==> config.mk <==
export PLATFORM = sky130hd
export DESIGN_NAME = three_class_priority_queue
export DESIGN_NICKNAME = d
export VERILOG_FILES = /design/src/design/tcpq_pkg.sv /design/src/design/three_class_priority_queue.sv
export SDC_FILE = /design/constraint.sdc
export NUM_CORES = 2
export LEC_CHECK = 0
export BUFFER_PORTS_ARGS = -buffer_cell sky130_fd_sc_hd__buf_4
export CAP_MARGIN = 0
export CORE_UTILIZATION = 30
export CTS_CLUSTER_SIZE = 16
export DETAILED_ROUTE_END_ITERATION = 10
export PLACE_DENSITY_LB_ADDON = 0.25
export SLEW_MARGIN = 30
export SYNTH_ARGS = -nofsm -noshare
export SYNTH_HDL_FRONTEND = slang
export SYNTH_SLANG_ARGS = --single-unit
==> constraint.sdc <==
create_clock -name clock -period 7.1 [get_ports clock]
set_input_delay 0.71 -clock clock [delete_from_list [all_inputs] [get_ports clock]]
set_output_delay 0.71 -clock clock [all_outputs]
set_load 0.005 [all_outputs]
==> src/design/tcpq_pkg.sv <==
`default_nettype none

package tcpq_pkg;

   localparam int CLASS_DEPTH_DEF = 16;
   localparam int VALUE_WIDTH_DEF = 32;
   localparam int NUM_CLASSES     = 3;

   localparam int CLASS_W    = 2;
   localparam int ITEM_W     = 32;
   localparam int STATUS_W   = 2;
   localparam int COUNT_W    = 5;
   localparam int TOTAL_W    = 6;
   localparam int REQ_USER_W = 3;
   localparam int RSP_DATA_W = 96;

   typedef enum logic {
      OP_PUSH = 1'b0,
      OP_POP  = 1'b1
   } opcode_type;

   typedef enum logic [STATUS_W-1:0] {
      STATUS_DONE  = 2'd0,
      STATUS_FULL  = 2'd1,
      STATUS_EMPTY = 2'd2
   } status_type;

   typedef enum logic {
      ST_IDLE,
      ST_READ
   } state_type;

endpackage

`default_nettype wire

==> src/design/three_class_priority_queue.sv <==
// three-class strict priority queue, one ring per class in a single ring memory
// response: push, failed pop, or pop that empties the queue -> result registered straight from the request
//           pop that leaves items -> result after the ST_READ state (ring read of the new head)
// rate: one request per cycle for pushes while the response channel is not stalled; such pops hold off
//       new requests while in ST_READ, since the ring memory read data is registered
// reset: synchronous, clears fill counts, ring pointers and handshake state; ring memory keeps
//        its contents (entries are only read once written), no clearing pass
`default_nettype none

module three_class_priority_queue #(
   parameter int CLASS_DEPTH = tcpq_pkg::CLASS_DEPTH_DEF,
   parameter int VALUE_WIDTH = tcpq_pkg::VALUE_WIDTH_DEF
) (
   input  wire logic                            clock,
   input  wire logic                            reset,
   // request channel
   input  wire logic                            req_tvalid,
   output logic                                 req_tready,
   input  wire logic [tcpq_pkg::ITEM_W-1:0]     req_tdata,  // [31:0] item_value
   input  wire logic [tcpq_pkg::REQ_USER_W-1:0] req_tuser,  // [0] opcode, [2:1] priority_class
   // response channel
   output logic                                 rsp_tvalid,
   input  wire logic                            rsp_tready,
   // [31:0] popped_value, [33:32] popped_class, [34] head_valid, [66:35] head_value,
   // [68:67] head_class, [73:69] count_high, [78:74] count_medium, [83:79] count_low,
   // [89:84] total_count, [95:90] zero
   output logic [tcpq_pkg::RSP_DATA_W-1:0]      rsp_tdata,
   output logic [tcpq_pkg::STATUS_W-1:0]        rsp_tuser   // [1:0] status
);

   localparam int NCLS      = tcpq_pkg::NUM_CLASSES;
   localparam int CLASS_W   = tcpq_pkg::CLASS_W;
   localparam int ITEM_W    = tcpq_pkg::ITEM_W;
   localparam int PTR_W     = $clog2(CLASS_DEPTH);
   localparam int CNT_W     = $clog2(CLASS_DEPTH + 1);
   localparam int MEM_DEPTH = NCLS * CLASS_DEPTH;
   localparam int ADDR_W    = $clog2(MEM_DEPTH);
   localparam int SUM_W     = $clog2(MEM_DEPTH + 1);
   localparam int WIDE_W    = (VALUE_WIDTH > ITEM_W) ? VALUE_WIDTH : ITEM_W;

   // ring pointer step with wrap at the class depth
   function automatic logic [PTR_W-1:0] advance(input logic [PTR_W-1:0] p);
      return (p == PTR_W'(CLASS_DEPTH - 1)) ? '0 : p + PTR_W'(1);
   endfunction

   // item as kept in the ring: sign extended or cut to the stored width
   function automatic logic [VALUE_WIDTH-1:0] to_stored(input logic signed [ITEM_W-1:0] v);
      logic signed [WIDE_W-1:0] w;
      w = WIDE_W'(v);
      return w[VALUE_WIDTH-1:0];
   endfunction

   // stored value sign extended from the stored width, reported in the low bits
   function automatic logic [ITEM_W-1:0] to_report(input logic [VALUE_WIDTH-1:0] v);
      logic signed [WIDE_W-1:0] w;
      w = WIDE_W'(signed'(v));
      return w[ITEM_W-1:0];
   endfunction

   function automatic logic [ADDR_W-1:0] ring_addr(input logic [CLASS_W-1:0] c,
                                                   input logic [PTR_W-1:0]   p);
      return ADDR_W'(c) * ADDR_W'(CLASS_DEPTH) + ADDR_W'(p);
   endfunction

   // control state
   tcpq_pkg::state_type state_ff, state_in;
   logic                rsp_valid_ff, rsp_valid_in;
   logic [CNT_W-1:0]    fill_ff [NCLS];
   logic [CNT_W-1:0]    fill_in [NCLS];
   logic [PTR_W-1:0]    rp_ff   [NCLS];
   logic [PTR_W-1:0]    rp_in   [NCLS];
   logic [PTR_W-1:0]    wp_ff   [NCLS];
   logic [PTR_W-1:0]    wp_in   [NCLS];

   // cached copy of the current head entry
   logic [VALUE_WIDTH-1:0] head_val_ff, head_val_in;

   // ring memory, read data registered
   logic [VALUE_WIDTH-1:0] ring_mem [MEM_DEPTH];
   logic [VALUE_WIDTH-1:0] rd_data_ff;
   logic                   mem_we, mem_re;
   logic [ADDR_W-1:0]      mem_waddr, mem_raddr;
   logic [VALUE_WIDTH-1:0] mem_wdata;

   // response register fields
   tcpq_pkg::status_type      out_status_ff, out_status_in;
   logic [ITEM_W-1:0]         out_pval_ff, out_pval_in;
   logic [CLASS_W-1:0]        out_pcls_ff, out_pcls_in;
   logic                      out_hvalid_ff, out_hvalid_in;
   logic [ITEM_W-1:0]         out_hval_ff, out_hval_in;
   logic [CLASS_W-1:0]        out_hcls_ff, out_hcls_in;
   logic [tcpq_pkg::COUNT_W-1:0] out_cnt_ff [NCLS];
   logic [tcpq_pkg::COUNT_W-1:0] out_cnt_in [NCLS];
   logic [tcpq_pkg::TOTAL_W-1:0] out_total_ff, out_total_in;
   logic                      out_load, out_head_load;

   // request decode
   logic                   req_fire;
   logic                   is_pop;
   logic [CLASS_W-1:0]     req_class;
   logic [NCLS-1:0]        cls_oh;
   logic [NCLS-1:0]        full_vec;
   logic [NCLS-1:0]        nonempty, nonempty_in;
   logic [NCLS-1:0]        head_oh, head_oh_in;
   logic [CLASS_W-1:0]     head_cls, head_cls_in;
   logic                   any_ne, any_ne_in;
   logic                   cls_ok, push_ok, pop_ok, push_new_head;
   logic [NCLS-1:0]        push_hit, pop_hit;
   logic [PTR_W-1:0]       wpos, rpos_in;
   logic [SUM_W-1:0]       total_in;

   // a request is taken only when idle and the response register is free this cycle
   assign req_tready = (state_ff == tcpq_pkg::ST_IDLE) && (!rsp_valid_ff || rsp_tready);
   assign req_fire   = req_tvalid && req_tready;
   assign is_pop     = (req_tuser[0] == tcpq_pkg::OP_POP);
   assign req_class  = req_tuser[2:1];
   assign cls_ok     = (req_class < CLASS_W'(NCLS));

   // class status and head selection, highest class first
   always_comb begin
      logic seen, seen_in;
      seen        = 1'b0;
      seen_in     = 1'b0;
      head_cls    = '0;
      head_cls_in = '0;
      wpos        = '0;
      rpos_in     = '0;
      total_in    = '0;
      for (int c = 0; c < NCLS; c++) begin
         cls_oh[c]   = (req_class == CLASS_W'(c));
         full_vec[c] = (fill_ff[c] >= CNT_W'(CLASS_DEPTH));
         nonempty[c] = (fill_ff[c] != '0);
         head_oh[c]  = nonempty[c] && !seen;
         seen        = seen || nonempty[c];
         if (head_oh[c]) begin
            head_cls = CLASS_W'(c);
         end
      end
      any_ne  = seen;
      push_ok = cls_ok && !(|(cls_oh & full_vec));
      pop_ok  = any_ne;

      // next pointers and fills
      for (int c = 0; c < NCLS; c++) begin
         push_hit[c] = req_fire && !is_pop && push_ok && cls_oh[c];
         pop_hit[c]  = req_fire && is_pop && pop_ok && head_oh[c];
         fill_in[c]  = fill_ff[c] + CNT_W'(push_hit[c]) - CNT_W'(pop_hit[c]);
         wp_in[c]    = push_hit[c] ? advance(wp_ff[c]) : wp_ff[c];
         rp_in[c]    = pop_hit[c]  ? advance(rp_ff[c]) : rp_ff[c];
         if (cls_oh[c]) begin
            wpos = wp_ff[c];
         end
         total_in = total_in + SUM_W'(fill_in[c]);
      end

      // head after this request
      for (int c = 0; c < NCLS; c++) begin
         nonempty_in[c] = (fill_in[c] != '0);
         head_oh_in[c]  = nonempty_in[c] && !seen_in;
         seen_in        = seen_in || nonempty_in[c];
         if (head_oh_in[c]) begin
            head_cls_in = CLASS_W'(c);
            rpos_in     = rp_in[c];
         end
      end
      any_ne_in     = seen_in;
      push_new_head = push_ok && (!any_ne || (req_class < head_cls));
   end

   // ring memory ports
   assign mem_we    = |push_hit;
   assign mem_waddr = ring_addr(req_class, wpos);
   assign mem_wdata = to_stored(signed'(req_tdata));
   assign mem_raddr = ring_addr(head_cls_in, rpos_in);

   always_ff @(posedge clock) begin
      if (mem_we) begin
         ring_mem[mem_waddr] <= mem_wdata;
      end
      if (mem_re) begin
         rd_data_ff <= ring_mem[mem_raddr];
      end
   end

   // sequencer: a pop that leaves items waits in ST_READ for the new head
   always_comb begin
      state_in      = state_ff;
      rsp_valid_in  = rsp_valid_ff && !rsp_tready;
      mem_re        = 1'b0;
      out_load      = 1'b0;
      out_head_load = 1'b0;
      head_val_in   = head_val_ff;
      unique case (state_ff)
         tcpq_pkg::ST_IDLE: begin
            if (req_fire) begin
               out_load = 1'b1;
               if (is_pop && pop_ok && any_ne_in) begin
                  mem_re   = 1'b1;
                  state_in = tcpq_pkg::ST_READ;
               end else begin
                  rsp_valid_in = 1'b1;
                  if (!is_pop && push_new_head) begin
                     head_val_in = mem_wdata;
                  end
               end
            end
         end
         tcpq_pkg::ST_READ: begin
            out_head_load = 1'b1;
            head_val_in   = rd_data_ff;
            rsp_valid_in  = 1'b1;
            state_in      = tcpq_pkg::ST_IDLE;
         end
         default: begin
            state_in = tcpq_pkg::ST_IDLE;
         end
      endcase
   end

   // response field values
   always_comb begin
      out_status_in = tcpq_pkg::STATUS_DONE;
      out_pval_in   = '0;
      out_pcls_in   = '0;
      if (is_pop) begin
         if (pop_ok) begin
            out_pval_in = to_report(head_val_ff);
            out_pcls_in = head_cls;
         end else begin
            out_status_in = tcpq_pkg::STATUS_EMPTY;
         end
      end else if (!push_ok) begin
         out_status_in = tcpq_pkg::STATUS_FULL;
      end
      out_hvalid_in = any_ne_in;
      out_hcls_in   = any_ne_in ? head_cls_in : '0;
      if (!any_ne_in) begin
         out_hval_in = '0;
      end else if (!is_pop && push_new_head) begin
         out_hval_in = to_report(mem_wdata);
      end else begin
         out_hval_in = to_report(head_val_ff);
      end
      for (int c = 0; c < NCLS; c++) begin
         out_cnt_in[c] = tcpq_pkg::COUNT_W'(fill_in[c]);
      end
      out_total_in = tcpq_pkg::TOTAL_W'(total_in);
   end

   // control registers
   always_ff @(posedge clock) begin
      if (reset) begin
         state_ff     <= tcpq_pkg::ST_IDLE;
         rsp_valid_ff <= 1'b0;
         for (int c = 0; c < NCLS; c++) begin
            fill_ff[c] <= '0;
            rp_ff[c]   <= '0;
            wp_ff[c]   <= '0;
         end
      end else begin
         state_ff     <= state_in;
         rsp_valid_ff <= rsp_valid_in;
         for (int c = 0; c < NCLS; c++) begin
            fill_ff[c] <= fill_in[c];
            rp_ff[c]   <= rp_in[c];
            wp_ff[c]   <= wp_in[c];
         end
      end
   end

   // payload registers
   always_ff @(posedge clock) begin
      head_val_ff <= head_val_in;
      if (out_load) begin
         out_status_ff <= out_status_in;
         out_pval_ff   <= out_pval_in;
         out_pcls_ff   <= out_pcls_in;
         out_hvalid_ff <= out_hvalid_in;
         out_hval_ff   <= out_hval_in;
         out_hcls_ff   <= out_hcls_in;
         out_total_ff  <= out_total_in;
         for (int c = 0; c < NCLS; c++) begin
            out_cnt_ff[c] <= out_cnt_in[c];
         end
      end else if (out_head_load) begin
         // new head arrives from the ring read
         out_hval_ff <= to_report(rd_data_ff);
      end
   end

   assign rsp_tvalid = rsp_valid_ff;
   assign rsp_tuser  = out_status_ff;
   assign rsp_tdata  = {6'b0, out_total_ff, out_cnt_ff[2], out_cnt_ff[1], out_cnt_ff[0],
                        out_hcls_ff, out_hval_ff, out_hvalid_ff, out_pcls_ff, out_pval_ff};

   // checks
   a_read_one_cycle: assert property (@(posedge clock) disable iff (reset)
      (state_ff == tcpq_pkg::ST_READ) |=> (state_ff == tcpq_pkg::ST_IDLE))
      else $error("head read held longer than one cycle");

   a_fill_bound: assert property (@(posedge clock) disable iff (reset)
      (fill_ff[0] <= CNT_W'(CLASS_DEPTH)) && (fill_ff[1] <= CNT_W'(CLASS_DEPTH)) &&
      (fill_ff[2] <= CNT_W'(CLASS_DEPTH)))
      else $error("class fill above ring depth");

   a_empty_pop: assert property (@(posedge clock) disable iff (reset)
      (req_fire && is_pop && !any_ne) |=>
      (rsp_valid_ff && (out_status_ff == tcpq_pkg::STATUS_EMPTY)))
      else $error("pop on empty queue not flagged");

   a_reject_keeps: assert property (@(posedge clock) disable iff (reset)
      (req_fire && !is_pop && !push_ok) |=>
      ($stable(fill_ff[0]) && $stable(fill_ff[1]) && $stable(fill_ff[2]) &&
       (out_status_ff == tcpq_pkg::STATUS_FULL)))
      else $error("rejected push changed the queue");

endmodule

`default_nettype wire
==> impl_metrics.env <==
export IMPL_synth_edf_count=1692
export IMPL_fin_cells=7902
export IMPL_yosys_area_share_adder_pct=0.770
export IMPL_yosys_area_top_type_share_pct=72.0
export IMPL_setup_viol=0
export IMPL_wl_per_cell_um=29.3
export IMPL_num_rows=177
export IMPL_vias_per_cell=5.36
export IMPL_cts_root_buf="clkbuf_16"
export IMPL_synthSimpleGateAreaFrac_pct=5.33
export IMPL_clkTransAtPathRegs_ns=0.06
export IMPL_drt_iter0_markers=4398
export IMPL_ys_warn_count=0
export IMPL_portBuffers=132
export IMPL_hold_path_class="in -> reg"
export IMPL_gp_congestion=0.819
export IMPL_htree_levels=4
export IMPL_ios=139
export IMPL_min_from="req_tdata[11]"
export IMPL_syn2layout_area_growth_pct=16.9
export IMPL_grt_max_degree=188
export IMPL_arrival_ns=7.31
export IMPL_grt_pass1_wl_um=325000
export IMPL_drc_errors=0
export IMPL_n_fill_cell=22000
export IMPL_worstSetupPathType="reg -> reg"
export IMPL_placed_cells=7550
export IMPL_nNetsFinal=4684
export IMPL_first_global_vias=41600
export IMPL_async_flop_share_pct=0
export IMPL_tightestPinTransition_ns=1.04
export IMPL_drive_gt1_share_pct=15.8
export IMPL_final_hold_viol_count=0
export IMPL_synth_area_top_cells="edfxtp_1, mux2i_1, a211oi_1"
export IMPL_r2r_start="fill_ff[0][8]$_SDFF_PP0_"
export IMPL_power_density_mw_per_mm2=521
export IMPL_dieHeight_um=487
export IMPL_dpl_worst_slack_ns=-0.176
export IMPL_cts_tree="done"
export IMPL_leakage_uw=0.0278
export IMPL_fmax_mhz=148
export IMPL_synth_compound_area_share_pct=11.1
export IMPL_ys_top_cells_by_count="edfxtp_1, mux2i_1, a211oi_1"
export IMPL_finalInstanceArea_mm2=0.0824
export IMPL_fin_crit_sh_pct=95.3
export IMPL_crit_required_ns=7.64
export IMPL_slew_viol_final=0
export IMPL_maxCapViolCount=0
export IMPL_cp_max_fo=20
export IMPL_clock_sinks=1733
export IMPL_num_vias=42400
export IMPL_synth_top_cell_by_area="edfxtp_1"
export IMPL_drtAntennaViolNets=0
export IMPL_synth_top_family_by_area="compound AO/OA/AOI/OAI gates"
export IMPL_synth_cells=4392
export IMPL_endpoint_kind="flip-flop"
export IMPL_fin_ws_ns=0.331
export IMPL_seq_area_frac_synth_pct=73.2
export IMPL_synth_xor_area_share_pct=0.236
export IMPL_synth_area_per_cell_um2=16.1
export IMPL_ys_ff_latch=1733
export IMPL_tns_ns=0
export IMPL_r2r_slack_ns=0.33
export IMPL_fin_worst_skew_ns=0.0301
export IMPL_start_util_pct=30.2
export IMPL_yosys_cell_count_top_type="edfxtp_1"
export IMPL_status="complete, no violations"
export IMPL_critPathLaunchType="flip-flop"
export IMPL_antenna_found_initial=15
export IMPL_grt_usage_pct=19.2
export IMPL_fin_crit_ns=6.77
export IMPL_die_w_um=487
export IMPL_drt_total_wl_um=231000
export IMPL_drt_pass1_iter_count=5
export IMPL_max_slew_margin_pct=30.2
export IMPL_max_vdd_ir_drop_v=0.000844
export IMPL_die_area_mm2=0.237
export IMPL_crit_path_start="fill_ff[0][8]$_SDFF_PP0_"
export IMPL_post_cts_buffers=0
export IMPL_fp_coreArea_mm2=0.233
export IMPL_clk_latency_ns=0.84
export IMPL_hpwl_um=134000
export IMPL_netlist_area_mm2=0.0705
export IMPL_synth_main_ff_cell="edfxtp_1"
export IMPL_cts_buffers=186
export IMPL_rsz0062_at_grt="no"
export IMPL_dpl_cell_area_mm2=0.0766
export IMPL_ctsLongestPathBuffers=3
export IMPL_synth_cell_type_count=83
export IMPL_synth_mux_area_share_pct=6.61
export IMPL_gr_total_overflow=0
## cells in the final DEF, fill, tap and decap left out, types with 20 or more instances in the layout
master / n
nand2_1: 95
o22ai_1: 94
inv_1: 72
a211oi_1: 325
nor4_1: 59
clkinv_2: 20
edfxtp_1: 1692
o21ai_0: 100
a2111oi_2: 22
a221oi_1: 32
o211ai_1: 30
mux2i_1: 460
and3_1: 256
ha_1: 29
nor2_1: 39
dfxtp_1: 40
clkinv_1: 48
o31ai_1: 32
buf_12: 35
buf_4: 328
a211o_1: 32
a21boi_0: 89
a21oi_1: 117
nand3_1: 53
nor2_4: 53
o221ai_1: 64
clkbuf_1: 58
a32o_1: 30
clkbuf_16: 189
a311o_1: 30
nor3_1: 29
## critical path, stage by stage (launching register included)
cell and delay [ns]:
dfxtp_1 0.33, inv_1 0.08, ha_1 0.16, or4b_4 0.50
nor3_4 0.26, inv_2 0.12, nor2_4 0.16, ha_1 0.15
inv_1 0.04, ha_1 0.21, fa_1 0.44, a21oi_1 0.19
o21bai_1 0.10, xnor2_1 0.47, nand3_1 0.49, a311o_2 0.54
nand2_8 0.25, buf_12 0.22, buf_4 0.18, buf_4 0.30
mux2i_1 0.24, o22ai_1 0.12, a2111oi_2 0.74, nor3_1 0.11
## final cells by class
class | instances | area, um^2 | share of cell area (%)
clock buffer | 248 | 4960 | 6.02
antenna | 8 | 20.0 | 0.0243
sequential | 1733 | 51600 | 62.6
inverter | 75 | 284 | 0.345
clock inverter | 95 | 803 | 0.974
tap | 3132 | 3920 | 4.75
timing repair buffer | 368 | 3280 | 3.98
multi-input combinational | 2243 | 17500 | 21.3
## per-layer routing
layer	global-route usage [%]	share of wire [%]
met2	30.8	47
met3	2.85	6.3
met4	6.38	3.2
met1	26.4	44
met5	0	0.015
## report_power, final
part | total, uW | internal, uW | leakage [uW] | switching, uW
Sequential | 12300 | 12000 | 0.0156 | 304
Clock | 9300 | 5240 | 0.00278 | 4060
Combinational | 21300 | 7280 | 0.00940 | 14000
Total | 42900 | 24500 | 0.0278 | 18400
## metrics by stage
stage	hold WS, ns	power (uW)	utilization, %
global placement	0.516	33700	32.8
global route	0.263	44700	35.3
floorplan	0.479	25400	-
finish	0.293	42900	35.4
CTS	0.224	43100	35.3
detailed placement	0.529	33800	32.9
## flip-flops by register name, indices dropped and copies added, names as in the netlist
register and cells:
head_val_ff 32, rsp_tvalid 1, wp_ff 12, ring_mem 1536, rp_ff 12, out_total_ff 6
fill_ff 15, rd_data_ff 32, out_hval_ff 32, out_hvalid_ff 1, state_ff 1, out_pcls_ff 2
out_pval_ff 32, out_hcls_ff 2, rsp_tuser 2, out_cnt_ff 15
## path summary, 6_finish.rpt
check        cells past startpoint                          to
max                             23    rd_data_ff[22]$_DFFE_PP_
min                              1  ring_mem[46][11]$_DFFE_PP_
max reg2reg                     23    rd_data_ff[22]$_DFFE_PP_
min reg2reg                      2    wp_ff[0][7]$_SDFFE_PP0P_
## repair_timing
| item | CTS | global route |
|---|---|---|
| endpoints found under the setup margin | 0 | 2 |
| hold buffers | 0 | 0 |
| gates resized for setup | 0 | 2 |
## cell families (layout without fill, tap and decap cells)
| logic type | count (synthesis) | after routing |
|---|---|---|
| muxes | 465 | 465 |
| buffers and inverters | 421 | 786 |
| other | 1 | 14 |
| xor gates and xnor gates | 19 | 19 |
| AOI/OAI and AO/OA | 1043 | 1043 |
| adders and majority gates | 38 | 38 |
| DFF | 1733 | 1733 |
| and+or+nand+nor | 672 | 672 |
No activity file was read; power rests on OpenSTA's default activity.
